File: config.mk
export PLATFORM = sky130hd
export DESIGN_NAME = modbus_rtu_response_receiver
export DESIGN_NICKNAME = d
export VERILOG_FILES = /design/src/hw/rtl/mbrtu_pkg.sv /design/src/hw/rtl/modbus_rtu_response_receiver.sv
export SDC_FILE = /design/constraint.sdc
export NUM_CORES = 1
export LEC_CHECK = 0
export BUFFER_PORTS_ARGS = -buffer_cell sky130_fd_sc_hd__buf_4
export CAP_MARGIN = 20
export CORE_MARGIN = 4
export CORE_UTILIZATION = 58
export DETAILED_ROUTE_END_ITERATION = 12
export GPL_ROUTABILITY_DRIVEN = 0
export PLACE_DENSITY_LB_ADDON = 0.05
export RECOVER_POWER = 100
export SLEW_MARGIN = 15
export SYNTH_ARGS = -nofsm -noshare
export SYNTH_HDL_FRONTEND = slang
export SYNTH_SLANG_ARGS = --single-unit
File: constraint.sdc
create_clock -name clock -period 17.3 [get_ports clock]
set_input_delay 2.595 -clock clock [delete_from_list [all_inputs] [get_ports clock]]
set_output_delay 2.595 -clock clock [all_outputs]
set_load 0.01 [all_outputs]
File: src/hw/rtl/mbrtu_pkg.sv
// Shared types, codes and the CRC-16 step of the Modbus RTU response receiver.
// Depends on nothing; used by modbus_rtu_response_receiver.
`default_nettype none

package mbrtu_pkg;

   // Largest response frame the receiver will accept, in bytes.
   localparam int unsigned MAX_FRAME = 256;

   localparam logic [7:0]  FUNC_READ_HOLDING = 8'h03;
   localparam logic [7:0]  FUNC_WRITE_SINGLE = 8'h06;
   localparam logic [15:0] CRC_INIT          = 16'hFFFF;
   localparam logic [15:0] CRC_POLY          = 16'hA001;
   localparam logic [8:0]  MIN_FRAME         = 9'd5;

   typedef enum logic [1:0] {
      REQ_START = 2'd0,
      REQ_RETRY = 2'd1,
      REQ_BYTE  = 2'd2,
      REQ_TICK  = 2'd3
   } req_kind_type;

   typedef enum logic [1:0] {
      CSR_BUFFER_CAPACITY = 2'd0,
      CSR_REQUEST_LENGTH  = 2'd1,
      CSR_TIMEOUT_LIMIT   = 2'd2,
      CSR_ATTEMPT_LIMIT   = 2'd3
   } csr_reg_type;

   typedef enum logic [2:0] {
      ST_OK         = 3'd0,
      ST_TIMEOUT    = 3'd1,
      ST_UNKNOWN_FN = 3'd2,
      ST_BUF_SMALL  = 3'd3,
      ST_INCOMPLETE = 3'd4,
      ST_CRC_ERROR  = 3'd5
   } status_type;

   localparam logic KIND_DATA   = 1'b0;
   localparam logic KIND_STATUS = 1'b1;

   typedef struct packed {
      logic       kind;
      logic [7:0] data_byte;
      logic [7:0] byte_index;
      status_type status;
      logic       retry_allowed;
      logic       last;
   } result_type;

   // One byte of the reflected CRC-16 used by Modbus RTU.
   function automatic logic [15:0] crc16_byte(input logic [15:0] crc, input logic [7:0] b);
      logic [15:0] c;
      c = crc ^ {8'h00, b};
      for (int k = 0; k < 8; k++) begin
         c = c[0] ? ((c >> 1) ^ CRC_POLY) : (c >> 1);
      end
      return c;
   endfunction

endpackage

`default_nettype wire

File: src/hw/rtl/modbus_rtu_response_receiver.sv
// Top level of the Modbus RTU response receiver: frame tracking, CRC check and result queue.
// Depends on mbrtu_pkg.
//
// After a start or retry command the block follows the slave's response one byte at a
// time, echoing every byte with its index, and closes each frame with a single status
// transfer (ok, timeout, unknown function, buffer too small, incomplete or CRC mismatch)
// that also says whether another attempt is allowed. Every input transfer is handled in
// the cycle it is taken: the frame state and the CRC-16 update in one step, and its one
// or two results are written into a four-entry result queue. The input side takes a
// transfer in any cycle in which the queue has room for two results, so it sustains one
// item per clock; the result side delivers one result per clock while rsp_tready is high,
// which limits a stream of items that each produce two results. Results are registered
// in the queue before they appear on the output.
`default_nettype none

module modbus_rtu_response_receiver (
   input  wire logic        clock,
   input  wire logic        reset,
   // Input channel
   input  wire logic        req_tvalid,
   output logic             req_tready,
   input  wire logic [7:0]  req_tdata,   // [7:0] rx_byte
   input  wire logic [1:0]  req_tuser,   // [1:0] req_type
   // Result channel
   output logic             rsp_tvalid,
   input  wire logic        rsp_tready,
   output logic [23:0]      rsp_tdata,   // [7:0] data_byte, [15:8] byte_index,
                                         // [18:16] status, [19] retry_allowed, [23:20] zero
   output logic             rsp_tuser,   // [0] kind
   output logic             rsp_tlast,
   // Configuration
   input  wire logic        csr_we,
   input  wire logic [1:0]  csr_index,
   input  wire logic [15:0] csr_data
);

   // Configuration registers
   logic [8:0]  cap_ff;
   logic [8:0]  reqlen_ff;
   logic [15:0] tlim_ff;
   logic [3:0]  alim_ff;

   // Frame state
   logic        receiving_ff, receiving_in;
   logic [8:0]  byte_count_ff, byte_count_in;
   logic [8:0]  expected_ff, expected_in;
   logic [7:0]  func_ff, func_in;
   logic [15:0] crc_ff, crc_in;
   logic [15:0] trail_ff, trail_in;
   logic [15:0] elapsed_ff, elapsed_in;
   logic [3:0]  attempt_ff, attempt_in;

   // Result queue
   mbrtu_pkg::result_type q_ff [4];
   logic [1:0] wr_ptr_ff, wr_ptr_in;
   logic [1:0] rd_ptr_ff, rd_ptr_in;
   logic [2:0] count_ff, count_in;

   logic                  accept;
   logic                  pop;
   mbrtu_pkg::req_kind_type req_kind;
   logic [7:0]            rx_byte;
   logic [8:0]            eff_cap;
   logic [16:0]           tick_next;
   logic [8:0]            bc_next;
   logic [15:0]           crc_next;
   logic [15:0]           trail_next;
   logic [8:0]            exp_next;
   logic [8:0]            len_read;
   logic [15:0]           rx_crc;
   logic                  has_data;
   logic                  fin;
   mbrtu_pkg::status_type fin_status;
   mbrtu_pkg::result_type data_res, stat_res, e0, e1;
   logic [1:0]            push_cnt;
   mbrtu_pkg::result_type head;

   assign accept   = req_tvalid & req_tready;
   assign pop      = rsp_tvalid & rsp_tready;
   assign req_kind = mbrtu_pkg::req_kind_type'(req_tuser);
   assign rx_byte  = req_tdata;

   // Room for two results is required so any item can be taken without a stall.
   assign req_tready = (count_ff <= 3'd2);

   always_comb begin
      if (cap_ff == 9'd0) begin
         eff_cap = 9'd1;
      end else if (cap_ff > 9'(mbrtu_pkg::MAX_FRAME)) begin
         eff_cap = 9'(mbrtu_pkg::MAX_FRAME);
      end else begin
         eff_cap = cap_ff;
      end
   end

   // Per-byte datapath, evaluated for every item and used on byte and tick transfers.
   always_comb begin
      tick_next  = {1'b0, elapsed_ff} + 17'd1;
      bc_next    = byte_count_ff + 9'd1;
      crc_next   = (byte_count_ff >= 9'd2) ? mbrtu_pkg::crc16_byte(crc_ff, trail_ff[15:8])
                                           : crc_ff;
      trail_next = {trail_ff[7:0], rx_byte};
      len_read   = mbrtu_pkg::MIN_FRAME + {1'b0, rx_byte};
      // The CRC arrives low byte first.
      rx_crc     = {trail_next[7:0], trail_next[15:8]};
   end

   always_comb begin
      receiving_in  = receiving_ff;
      byte_count_in = byte_count_ff;
      expected_in   = expected_ff;
      func_in       = func_ff;
      crc_in        = crc_ff;
      trail_in      = trail_ff;
      elapsed_in    = elapsed_ff;
      attempt_in    = attempt_ff;
      exp_next      = expected_ff;
      has_data      = 1'b0;
      fin           = 1'b0;
      fin_status    = mbrtu_pkg::ST_OK;

      if (accept) begin
         case (req_kind)
            mbrtu_pkg::REQ_START, mbrtu_pkg::REQ_RETRY: begin
               if (req_kind == mbrtu_pkg::REQ_START) begin
                  attempt_in = 4'd1;
               end else if (attempt_ff != 4'hF) begin
                  attempt_in = attempt_ff + 4'd1;
               end
               receiving_in  = 1'b1;
               byte_count_in = 9'd0;
               expected_in   = eff_cap;
               func_in       = 8'h00;
               crc_in        = mbrtu_pkg::CRC_INIT;
               trail_in      = 16'h0000;
               elapsed_in    = 16'h0000;
            end
            mbrtu_pkg::REQ_TICK: begin
               if (receiving_ff) begin
                  if (tick_next > {1'b0, tlim_ff}) begin
                     fin        = 1'b1;
                     fin_status = mbrtu_pkg::ST_TIMEOUT;
                  end else begin
                     elapsed_in = tick_next[15:0];
                  end
               end
            end
            mbrtu_pkg::REQ_BYTE: begin
               if (receiving_ff) begin
                  if (byte_count_ff >= eff_cap) begin
                     // Capacity was lowered under a running frame.
                     fin        = 1'b1;
                     fin_status = mbrtu_pkg::ST_BUF_SMALL;
                  end else begin
                     has_data      = 1'b1;
                     crc_in        = crc_next;
                     trail_in      = trail_next;
                     byte_count_in = bc_next;
                     if (byte_count_ff == 9'd1) begin
                        func_in = rx_byte;
                     end
                     if (bc_next == 9'd3) begin
                        if (func_ff == mbrtu_pkg::FUNC_READ_HOLDING) begin
                           exp_next = len_read;
                           if (len_read > eff_cap) begin
                              fin        = 1'b1;
                              fin_status = mbrtu_pkg::ST_BUF_SMALL;
                           end
                        end else if (func_ff == mbrtu_pkg::FUNC_WRITE_SINGLE) begin
                           exp_next = (reqlen_ff < eff_cap) ? reqlen_ff : eff_cap;
                        end else if (func_ff[7]) begin
                           exp_next = (mbrtu_pkg::MIN_FRAME < eff_cap) ? mbrtu_pkg::MIN_FRAME
                                                                       : eff_cap;
                        end else begin
                           fin        = 1'b1;
                           fin_status = mbrtu_pkg::ST_UNKNOWN_FN;
                        end
                     end
                     expected_in = exp_next;
                     if (!fin && bc_next >= exp_next) begin
                        fin = 1'b1;
                        if (bc_next < mbrtu_pkg::MIN_FRAME) begin
                           fin_status = mbrtu_pkg::ST_INCOMPLETE;
                        end else if (rx_crc == crc_next) begin
                           fin_status = mbrtu_pkg::ST_OK;
                        end else begin
                           fin_status = mbrtu_pkg::ST_CRC_ERROR;
                        end
                     end
                  end
               end
            end
            default: begin
            end
         endcase
      end

      if (fin) begin
         receiving_in = 1'b0;
      end
   end

   // Assemble the one or two results of this transfer.
   always_comb begin
      data_res               = '0;
      data_res.kind          = mbrtu_pkg::KIND_DATA;
      data_res.data_byte     = rx_byte;
      data_res.byte_index    = byte_count_ff[7:0];
      data_res.status        = mbrtu_pkg::ST_OK;

      stat_res               = '0;
      stat_res.kind          = mbrtu_pkg::KIND_STATUS;
      stat_res.status        = fin_status;
      stat_res.retry_allowed = (fin_status != mbrtu_pkg::ST_OK) && (attempt_ff < alim_ff);
      stat_res.last          = 1'b1;

      e0       = data_res;
      e1       = stat_res;
      push_cnt = 2'd0;
      if (has_data && fin) begin
         push_cnt = 2'd2;
      end else if (has_data) begin
         e0.last  = 1'b1;
         push_cnt = 2'd1;
      end else if (fin) begin
         e0       = stat_res;
         push_cnt = 2'd1;
      end
   end

   always_comb begin
      wr_ptr_in = wr_ptr_ff + push_cnt;
      rd_ptr_in = rd_ptr_ff + {1'b0, pop};
      count_in  = count_ff + {1'b0, push_cnt} - {2'b00, pop};
   end

   always_ff @(posedge clock) begin
      if (reset) begin
         cap_ff        <= 9'd256;
         reqlen_ff     <= 9'd8;
         tlim_ff       <= 16'd1000;
         alim_ff       <= 4'd3;
         receiving_ff  <= 1'b0;
         byte_count_ff <= 9'd0;
         expected_ff   <= 9'd0;
         func_ff       <= 8'h00;
         crc_ff        <= mbrtu_pkg::CRC_INIT;
         trail_ff      <= 16'h0000;
         elapsed_ff    <= 16'h0000;
         attempt_ff    <= 4'd0;
         wr_ptr_ff     <= 2'd0;
         rd_ptr_ff     <= 2'd0;
         count_ff      <= 3'd0;
      end else begin
         if (csr_we) begin
            case (csr_index)
               mbrtu_pkg::CSR_BUFFER_CAPACITY: cap_ff    <= csr_data[8:0];
               mbrtu_pkg::CSR_REQUEST_LENGTH:  reqlen_ff <= csr_data[8:0];
               mbrtu_pkg::CSR_TIMEOUT_LIMIT:   tlim_ff   <= csr_data;
               mbrtu_pkg::CSR_ATTEMPT_LIMIT:   alim_ff   <= csr_data[3:0];
               default: begin
               end
            endcase
         end
         receiving_ff  <= receiving_in;
         byte_count_ff <= byte_count_in;
         expected_ff   <= expected_in;
         func_ff       <= func_in;
         crc_ff        <= crc_in;
         trail_ff      <= trail_in;
         elapsed_ff    <= elapsed_in;
         attempt_ff    <= attempt_in;
         wr_ptr_ff     <= wr_ptr_in;
         rd_ptr_ff     <= rd_ptr_in;
         count_ff      <= count_in;
      end
   end

   always_ff @(posedge clock) begin
      if (push_cnt != 2'd0) begin
         q_ff[wr_ptr_ff] <= e0;
      end
      if (push_cnt == 2'd2) begin
         q_ff[wr_ptr_ff + 2'd1] <= e1;
      end
   end

   assign head       = q_ff[rd_ptr_ff];
   assign rsp_tvalid = (count_ff != 3'd0);
   assign rsp_tdata  = {4'b0000, head.retry_allowed, head.status, head.byte_index,
                        head.data_byte};
   assign rsp_tuser  = head.kind;
   assign rsp_tlast  = head.last;

`ifndef NO_ASSERTIONS
   a_queue_bound: assert property (@(posedge clock) disable iff (reset)
      count_ff <= 3'd4)
      else $error("result queue holds more than four entries");

   a_status_is_last: assert property (@(posedge clock) disable iff (reset)
      rsp_tvalid && (rsp_tuser == mbrtu_pkg::KIND_STATUS) |-> rsp_tlast)
      else $error("status transfer not marked last");

   a_idle_silent: assert property (@(posedge clock) disable iff (reset)
      accept && !receiving_ff &&
      (req_kind == mbrtu_pkg::REQ_BYTE || req_kind == mbrtu_pkg::REQ_TICK)
      |=> count_ff <= $past(count_ff))
      else $error("idle receiver produced a result");

   a_start_receives: assert property (@(posedge clock) disable iff (reset)
      accept && (req_kind == mbrtu_pkg::REQ_START || req_kind == mbrtu_pkg::REQ_RETRY)
      |=> receiving_ff && (byte_count_ff == 9'd0))
      else $error("start did not open a frame");
`endif

endmodule

`default_nettype wire
* Yosys cells after proc, flatten, opt, wreduce, memory -nomap -nowiden
Memories as Yosys holds them, arrays and structs flattened. A register that Yosys moved wholly into a read port is not among the register bits.
Index checks and enable logic that the tools add are counted.
** Word-level totals
- Memories kept :: 1
- Bits of input ports :: 33
- Flip-flop bits (word level) :: 124
- RAM bits :: 88
- Logic and storage cells :: 177
- Bits in latches :: 0
- ROM bits :: 0
- Output and inout port bits :: 28
** Operators by class
- Shift operators :: 0
- Multiply operators :: 0
- Div/mod/pow operators :: 0
- $lt $le $gt $ge :: 11
- Equal/unequal tests :: 18
- Reduce and logical (&&, ||, !) cells :: 24
- Bitwise gates (word level) :: 11
- Add/sub/neg operators :: 9
- Mux-type cells :: 88
** Memory list
- q_ff :: words 4, width 22, read ports 1, clocked after memory_dff 1, wr ports 2, line modbus_rtu_response_receiver.sv:54 : mbrtu_pkg::result_type q_ff [4];
** Operators by type and width (number)
- $mux W16 :: 15
- $mux W9 :: 16
- $pmux W16 S2 :: 3
- $mux W22 :: 2
- $pmux W9 S2 :: 2
- $mux W1 :: 27
- $mux W3 :: 8
- $mux W8 :: 3
- $not A2 Y3 :: 8
- $mux W21 :: 1
- $ge A9 B9 Y1 :: 2
- $add A16 B1 Y17 const B :: 1
- $gt A17 B16 Y1 :: 1
- $eq A16 B16 Y1 :: 1
- $pmux W8 S2 :: 1
- $xor A16 B8 Y16 :: 1
- $mux W2 :: 6
- $eq A2 B2 Y1 const B :: 5
- $ne A2 B2 Y1 const B :: 5
- $reduce_and A2 Y1 :: 5
- $add A3 B8 Y9 const A :: 1
- $add A9 B1 Y9 const B :: 1
- $eq A9 B1 Y1 const B :: 1
- $eq A9 B2 Y1 const B :: 1
- other kinds (32) :: 44

* Longest topological paths before layout
- Word-level depth :: 31
- Gate-level depth with buffers :: 30
- Depth with buffers taken out :: 28

* Worst setup path before layout
No wires, ideal clock.
- Kind :: input -> register
- From :: in req_tdata[2]
- To :: reg count_ff[2]
- Setup slack :: 10870 ps
- Library setup time :: 128 ps
- Arrival :: 6302 ps
- Data required time :: 17172 ps
- Stages :: 23
- Path buffers :: 1
- Cell sequence :: clkbuf_1 -> a21oi_1 -> nor2_1 -> nand3_1 -> xnor2_1 -> ha_1 -> a21o_1 -> a21oi_1 -> nand2b_1 -> o21ai_1 -> a21oi_1 -> o21ai_1 -> o31ai_1 -> o21bai_1 -> inv_1 -> ha_1 -> inv_1 -> ha_1 -> inv_1 -> ha_1 -> fa_1 -> xnor2_1 -> nor2_1
** Between the ends
- Longest elaborated chain between the ends :: 21
- Elaborated cells on any way between the ends :: 29
- Those cells by class :: add/sub: 3; order compare: 2; mux: 21; reduce/logical: 3
** RTL lines
- from (decl) :: line modbus_rtu_response_receiver.sv:22 : input wire logic [7:0] req_tdata,
- $add A3 B8 Y9 (*) :: line modbus_rtu_response_receiver.sv:103 : len_read = mbrtu_pkg::MIN_FRAME + {1'b0, rx_byte};
- $gt A9 B9 Y1 :: line modbus_rtu_response_receiver.sv:165 : if (len_read > eff_cap) begin
- $mux W1 :: line modbus_rtu_response_receiver.sv:165
- $mux W1 :: line modbus_rtu_response_receiver.sv:163 : if (func_ff == mbrtu_pkg::FUNC_READ_HOLDING) begin
- $mux W1 :: line modbus_rtu_response_receiver.sv:162 : if (bc_next == 9'd3) begin
- $mux W1 :: line modbus_rtu_response_receiver.sv:150 : if (byte_count_ff >= eff_cap) begin
- $mux W1 :: line modbus_rtu_response_receiver.sv:149 : if (receiving_ff) begin
- $mux W1 :: line modbus_rtu_response_receiver.sv:123 : case (req_kind)
- [5 not listed]
- $mux W1 (*) :: line modbus_rtu_response_receiver.sv:149
- $pmux W1 S2 (*) :: line modbus_rtu_response_receiver.sv:123
- $mux W1 (*) :: line modbus_rtu_response_receiver.sv:122 : if (accept) begin
- $mux W1 :: line modbus_rtu_response_receiver.sv:225 : end else if (fin) begin
- $mux W2 :: line modbus_rtu_response_receiver.sv:222 : end else if (has_data) begin
- $mux W2 (*) :: line modbus_rtu_response_receiver.sv:220 : if (has_data && fin) begin
- $add A3 B2 Y3 (*) :: line modbus_rtu_response_receiver.sv:234 : count_in = count_ff + {1'b0, push_cnt} - {2'b00, pop};
- $sub A3 B1 Y3 (*) :: line modbus_rtu_response_receiver.sv:234
- to (signal assigned) :: line modbus_rtu_response_receiver.sv:275 : count_ff <= count_in;
- to (decl) :: line modbus_rtu_response_receiver.sv:57 : logic [2:0] count_ff, count_in;
Every way passes the cells marked *; elsewhere a longest branch is shown, timed or not. The select of a mux whose other input is x is not followed.
A chain may end at the register's enable or synchronous reset.

==> out/qor.yml <==
run_status:
  status: "complete, but fails checks"
  violations: "capacitance limit, slew limit"
layout:
  syn_to_final_growth_pct: 10.5
  fin_area_mm2: 0.0128
  final_cells: 1566
  layout_common_cells: "dfxtp_1 (196), nor2_1 (124), nand2_1 (110)"
  drive_above_1_share_pct: 9.38
  final_common_cell: "dfxtp_1"
  diodes: 0
  layout.nets: 1385
cts:
  cts_tree: "done"
  cts-resized-gates: 0
  clock_latency_ns: 0.52
  clkTransAtPathRegs_ns: 0.06
  cts_setup_buffers: 0
  clock_sinks: 212
  cts_buffer_depth: 3
  ctsHoldBuffers: 0
  cts_root_buffer: "clkbuf_16"
  ctsHtreeMaxLevel: 1
  cts_buffers: 24
synth:
  syn_area_mm2: 0.0116
  avgSynthCellArea_um2: 9.12
  synth_top_family_by_area: "compound AO/OA/AOI/OAI gates"
  yosysSeqAreaShare_pct: 38.1
  synthCells: 1268
  synth_xor_area_share_pct: 6.12
  yosys.area_share.simple_pct: 17.5
  yosysWarningCount: 0
  synth.distinct_cells: 79
  async_flop_share_pct: 0
  synth_flop_cell: "dfxtp_1"
  synthAdderAreaFrac_pct: 7.53
  synthMuxAreaShare_pct: 8.54
  ys_ff_latch: 212
  synth_edf_count: 16
  synth_compound_area_share_pct: 17.6
setup_path:
  startpoint_type: "primary input"
  cp_data_arrival_time_ns: 7.91
  critPathKind: "primary input to flop"
  crit_path_end_kind: "flop"
  required_ns: 17.71
  critical_path.max_fanout: 17
  r2r_setup_slack_ns: 10.36
floorplan:
  die_y_um: 149
  fp.dieArea_mm2: 0.0223
  die_w_um: 149
  coreArea_mm2: 0.0195
  rows: 51
  initial_core_util_pct: 59.2
  ioPinCount: 61
power_and_ir_drop:
  leakagePower_nw: 5.04
  ir_worst_vdd_v: 0.0000648
  power-per-cell-area_mw_per_mm2: 101
route:
  totalWireLength_um: 30900
  via_per_inst: 6.13
  vias: 9598
  first_pass_iters: 5
  avgRoutedWirePerCell_um: 19.7
  drcViolationCount: 0
  ant_nets: 0
  drt_iter0_markers: 789
sta:
  slew_headroom_pct: -127
  rsz0062_at_grt: "false"
  final-hold-violation-count: 0
  setup_violations: 0
  finalMaxSlewViolations: 139
  finalCriticalPeriod_ns: 7.50
  worstMarginPinSlew_ns: 3.40
  tns_ns: 0
  fmax_mhz: 133
  post-route-period-util_pct: 43.4
  skew_ns: 0.00718
  whs_ns: 0.453
job:
  max-cap-violations: 3
global_route:
  overflow: 0
  grt_pass1_wl_um: 49600
  grt_max_degree: 72
  grt_pass1_vias: 9264
  antenna_found_initial: 0
  gr-usage-all-layers_pct: 27.6
place:
  hpwl_um: 21800
  dp_cells: 1520
  placed_area_mm2: 0.0121
  port_buffers: 56
hold_path:
  hp-class: "flop to flop"
-- metrics by stage --
stage / power (mW) / setup WS, ns / util [%]
6_report: 1.29 / 9.80 / 65.5
5_1_grt: 1.34 / 9.24 / 65.5
4_1_cts: 1.31 / 10.61 / 66.1
3_5_place_dp: 0.786 / 10.24 / 61.9
3_3_place_gp: 0.783 / 10.43 / 61.9
2_1_floorplan: 0.706 / 10.87 / -
-- cell families (layout without fill, tap and decap cells) --
| logic type | after synthesis | count (layout) |
|---|---|---|
| compound gates | 294 | 294 |
| mux | 71 | 71 |
| buf+inv | 133 | 163 |
| fa+ha+maj | 69 | 69 |
| xor+xnor | 75 | 75 |
| simple gates | 413 | 413 |
| other cells | 1 | 4 |
| flops | 212 | 212 |
-- layout make-up --
type	count	area [um2]
Fill cell	1708	6740
Multi-Input combinational cell	926	6650
Sequential cell	212	4400
Clock buffer	31	678
Timing Repair Buffer	69	398
Tap cell	265	332
Inverter	50	188
Clock inverter	13	140
-- synth_stat cells, drive strengths merged (9+ instances only) --
cell type	count	area share, %
nand2b	27	1.5
mux2i	47	4.1
a21o	9	0.58
nor2b	10	0.54
clkbuf	64	2.1
buf	19	0.85
nand3	33	1.5
a21oi	83	3.7
a22o	64	4.8
nor2	128	4.2
o22ai	17	0.92
inv	50	1.6
nor4	9	0.62
ha	68	7.4
nand2	110	3.6
o211ai	15	0.97
mux4	22	4.3
and3	24	1.3
nor3	21	1.0
xnor2	49	3.8
edfxtp	16	4.2
dfxtp	196	34
xor2	24	1.9
o21ai	39	1.8
-- critical path: stages --
cell and delay, ns:
clkbuf_1 0.35, a21oi_1 0.18, nor2_1 0.19, nand3_1 0.11, xnor2_1 0.28, ha_1 0.30, a21o_1 0.18, a21oi_1 0.18
nand2b_1 0.07, o21ai_0 0.28, a21oi_1 0.16, o21ai_0 0.47, o31ai_1 0.18, o21bai_1 0.27, inv_1 0.10, ha_1 0.20
or3_1 0.24, and2_0 0.94, inv_1 0.35, o22a_1 0.27
-- flip-flops by register name, summed over array words and instances, names as in the netlist, 3 cells and up --
| signal | count |
|---|---|
| trail_ff | 16 |
| cap_ff | 9 |
| func_ff | 8 |
| reqlen_ff | 9 |
| q_ff | 88 |
| expected_ff | 9 |
| byte_count_ff | 9 |
| elapsed_ff | 16 |
| crc_ff | 16 |
| count_ff | 3 |
| tlim_ff | 16 |
| attempt_ff | 4 |
| alim_ff | 4 |
-- layer usage --
layer | up-vias | part of all wire [%] | wire length (um) | GRT usage (%)
met5 | - | 0 | 0 | 0
met4 | 0 | 3.5 | 1090 | 9.15
met2 | 338 | 47 | 14500 | 45.5
li1 | 4593 | - | - | -
met1 | 4581 | 43 | 13400 | 37.2
met3 | 86 | 6.3 | 1940 | 4.38
-- worst paths after layout --
check | to | cells past startpoint | from
worst max-delay path | q_ff[0][0] | 20 | req_tdata[0]
worst min register to register | tlim_ff[4] | 2 | tlim_ff[4]
worst min-delay path | tlim_ff[4] | 2 | tlim_ff[4]
worst max register to register | q_ff[0][0] | 22 | cap_ff[8]
-- where the power goes --
group          internal [mW]  switching (mW)
Clock                  0.320           0.205
Sequential             0.522          0.0208
Combinational         0.0970           0.120
Note: power is estimated with default switching activity, not from simulation.
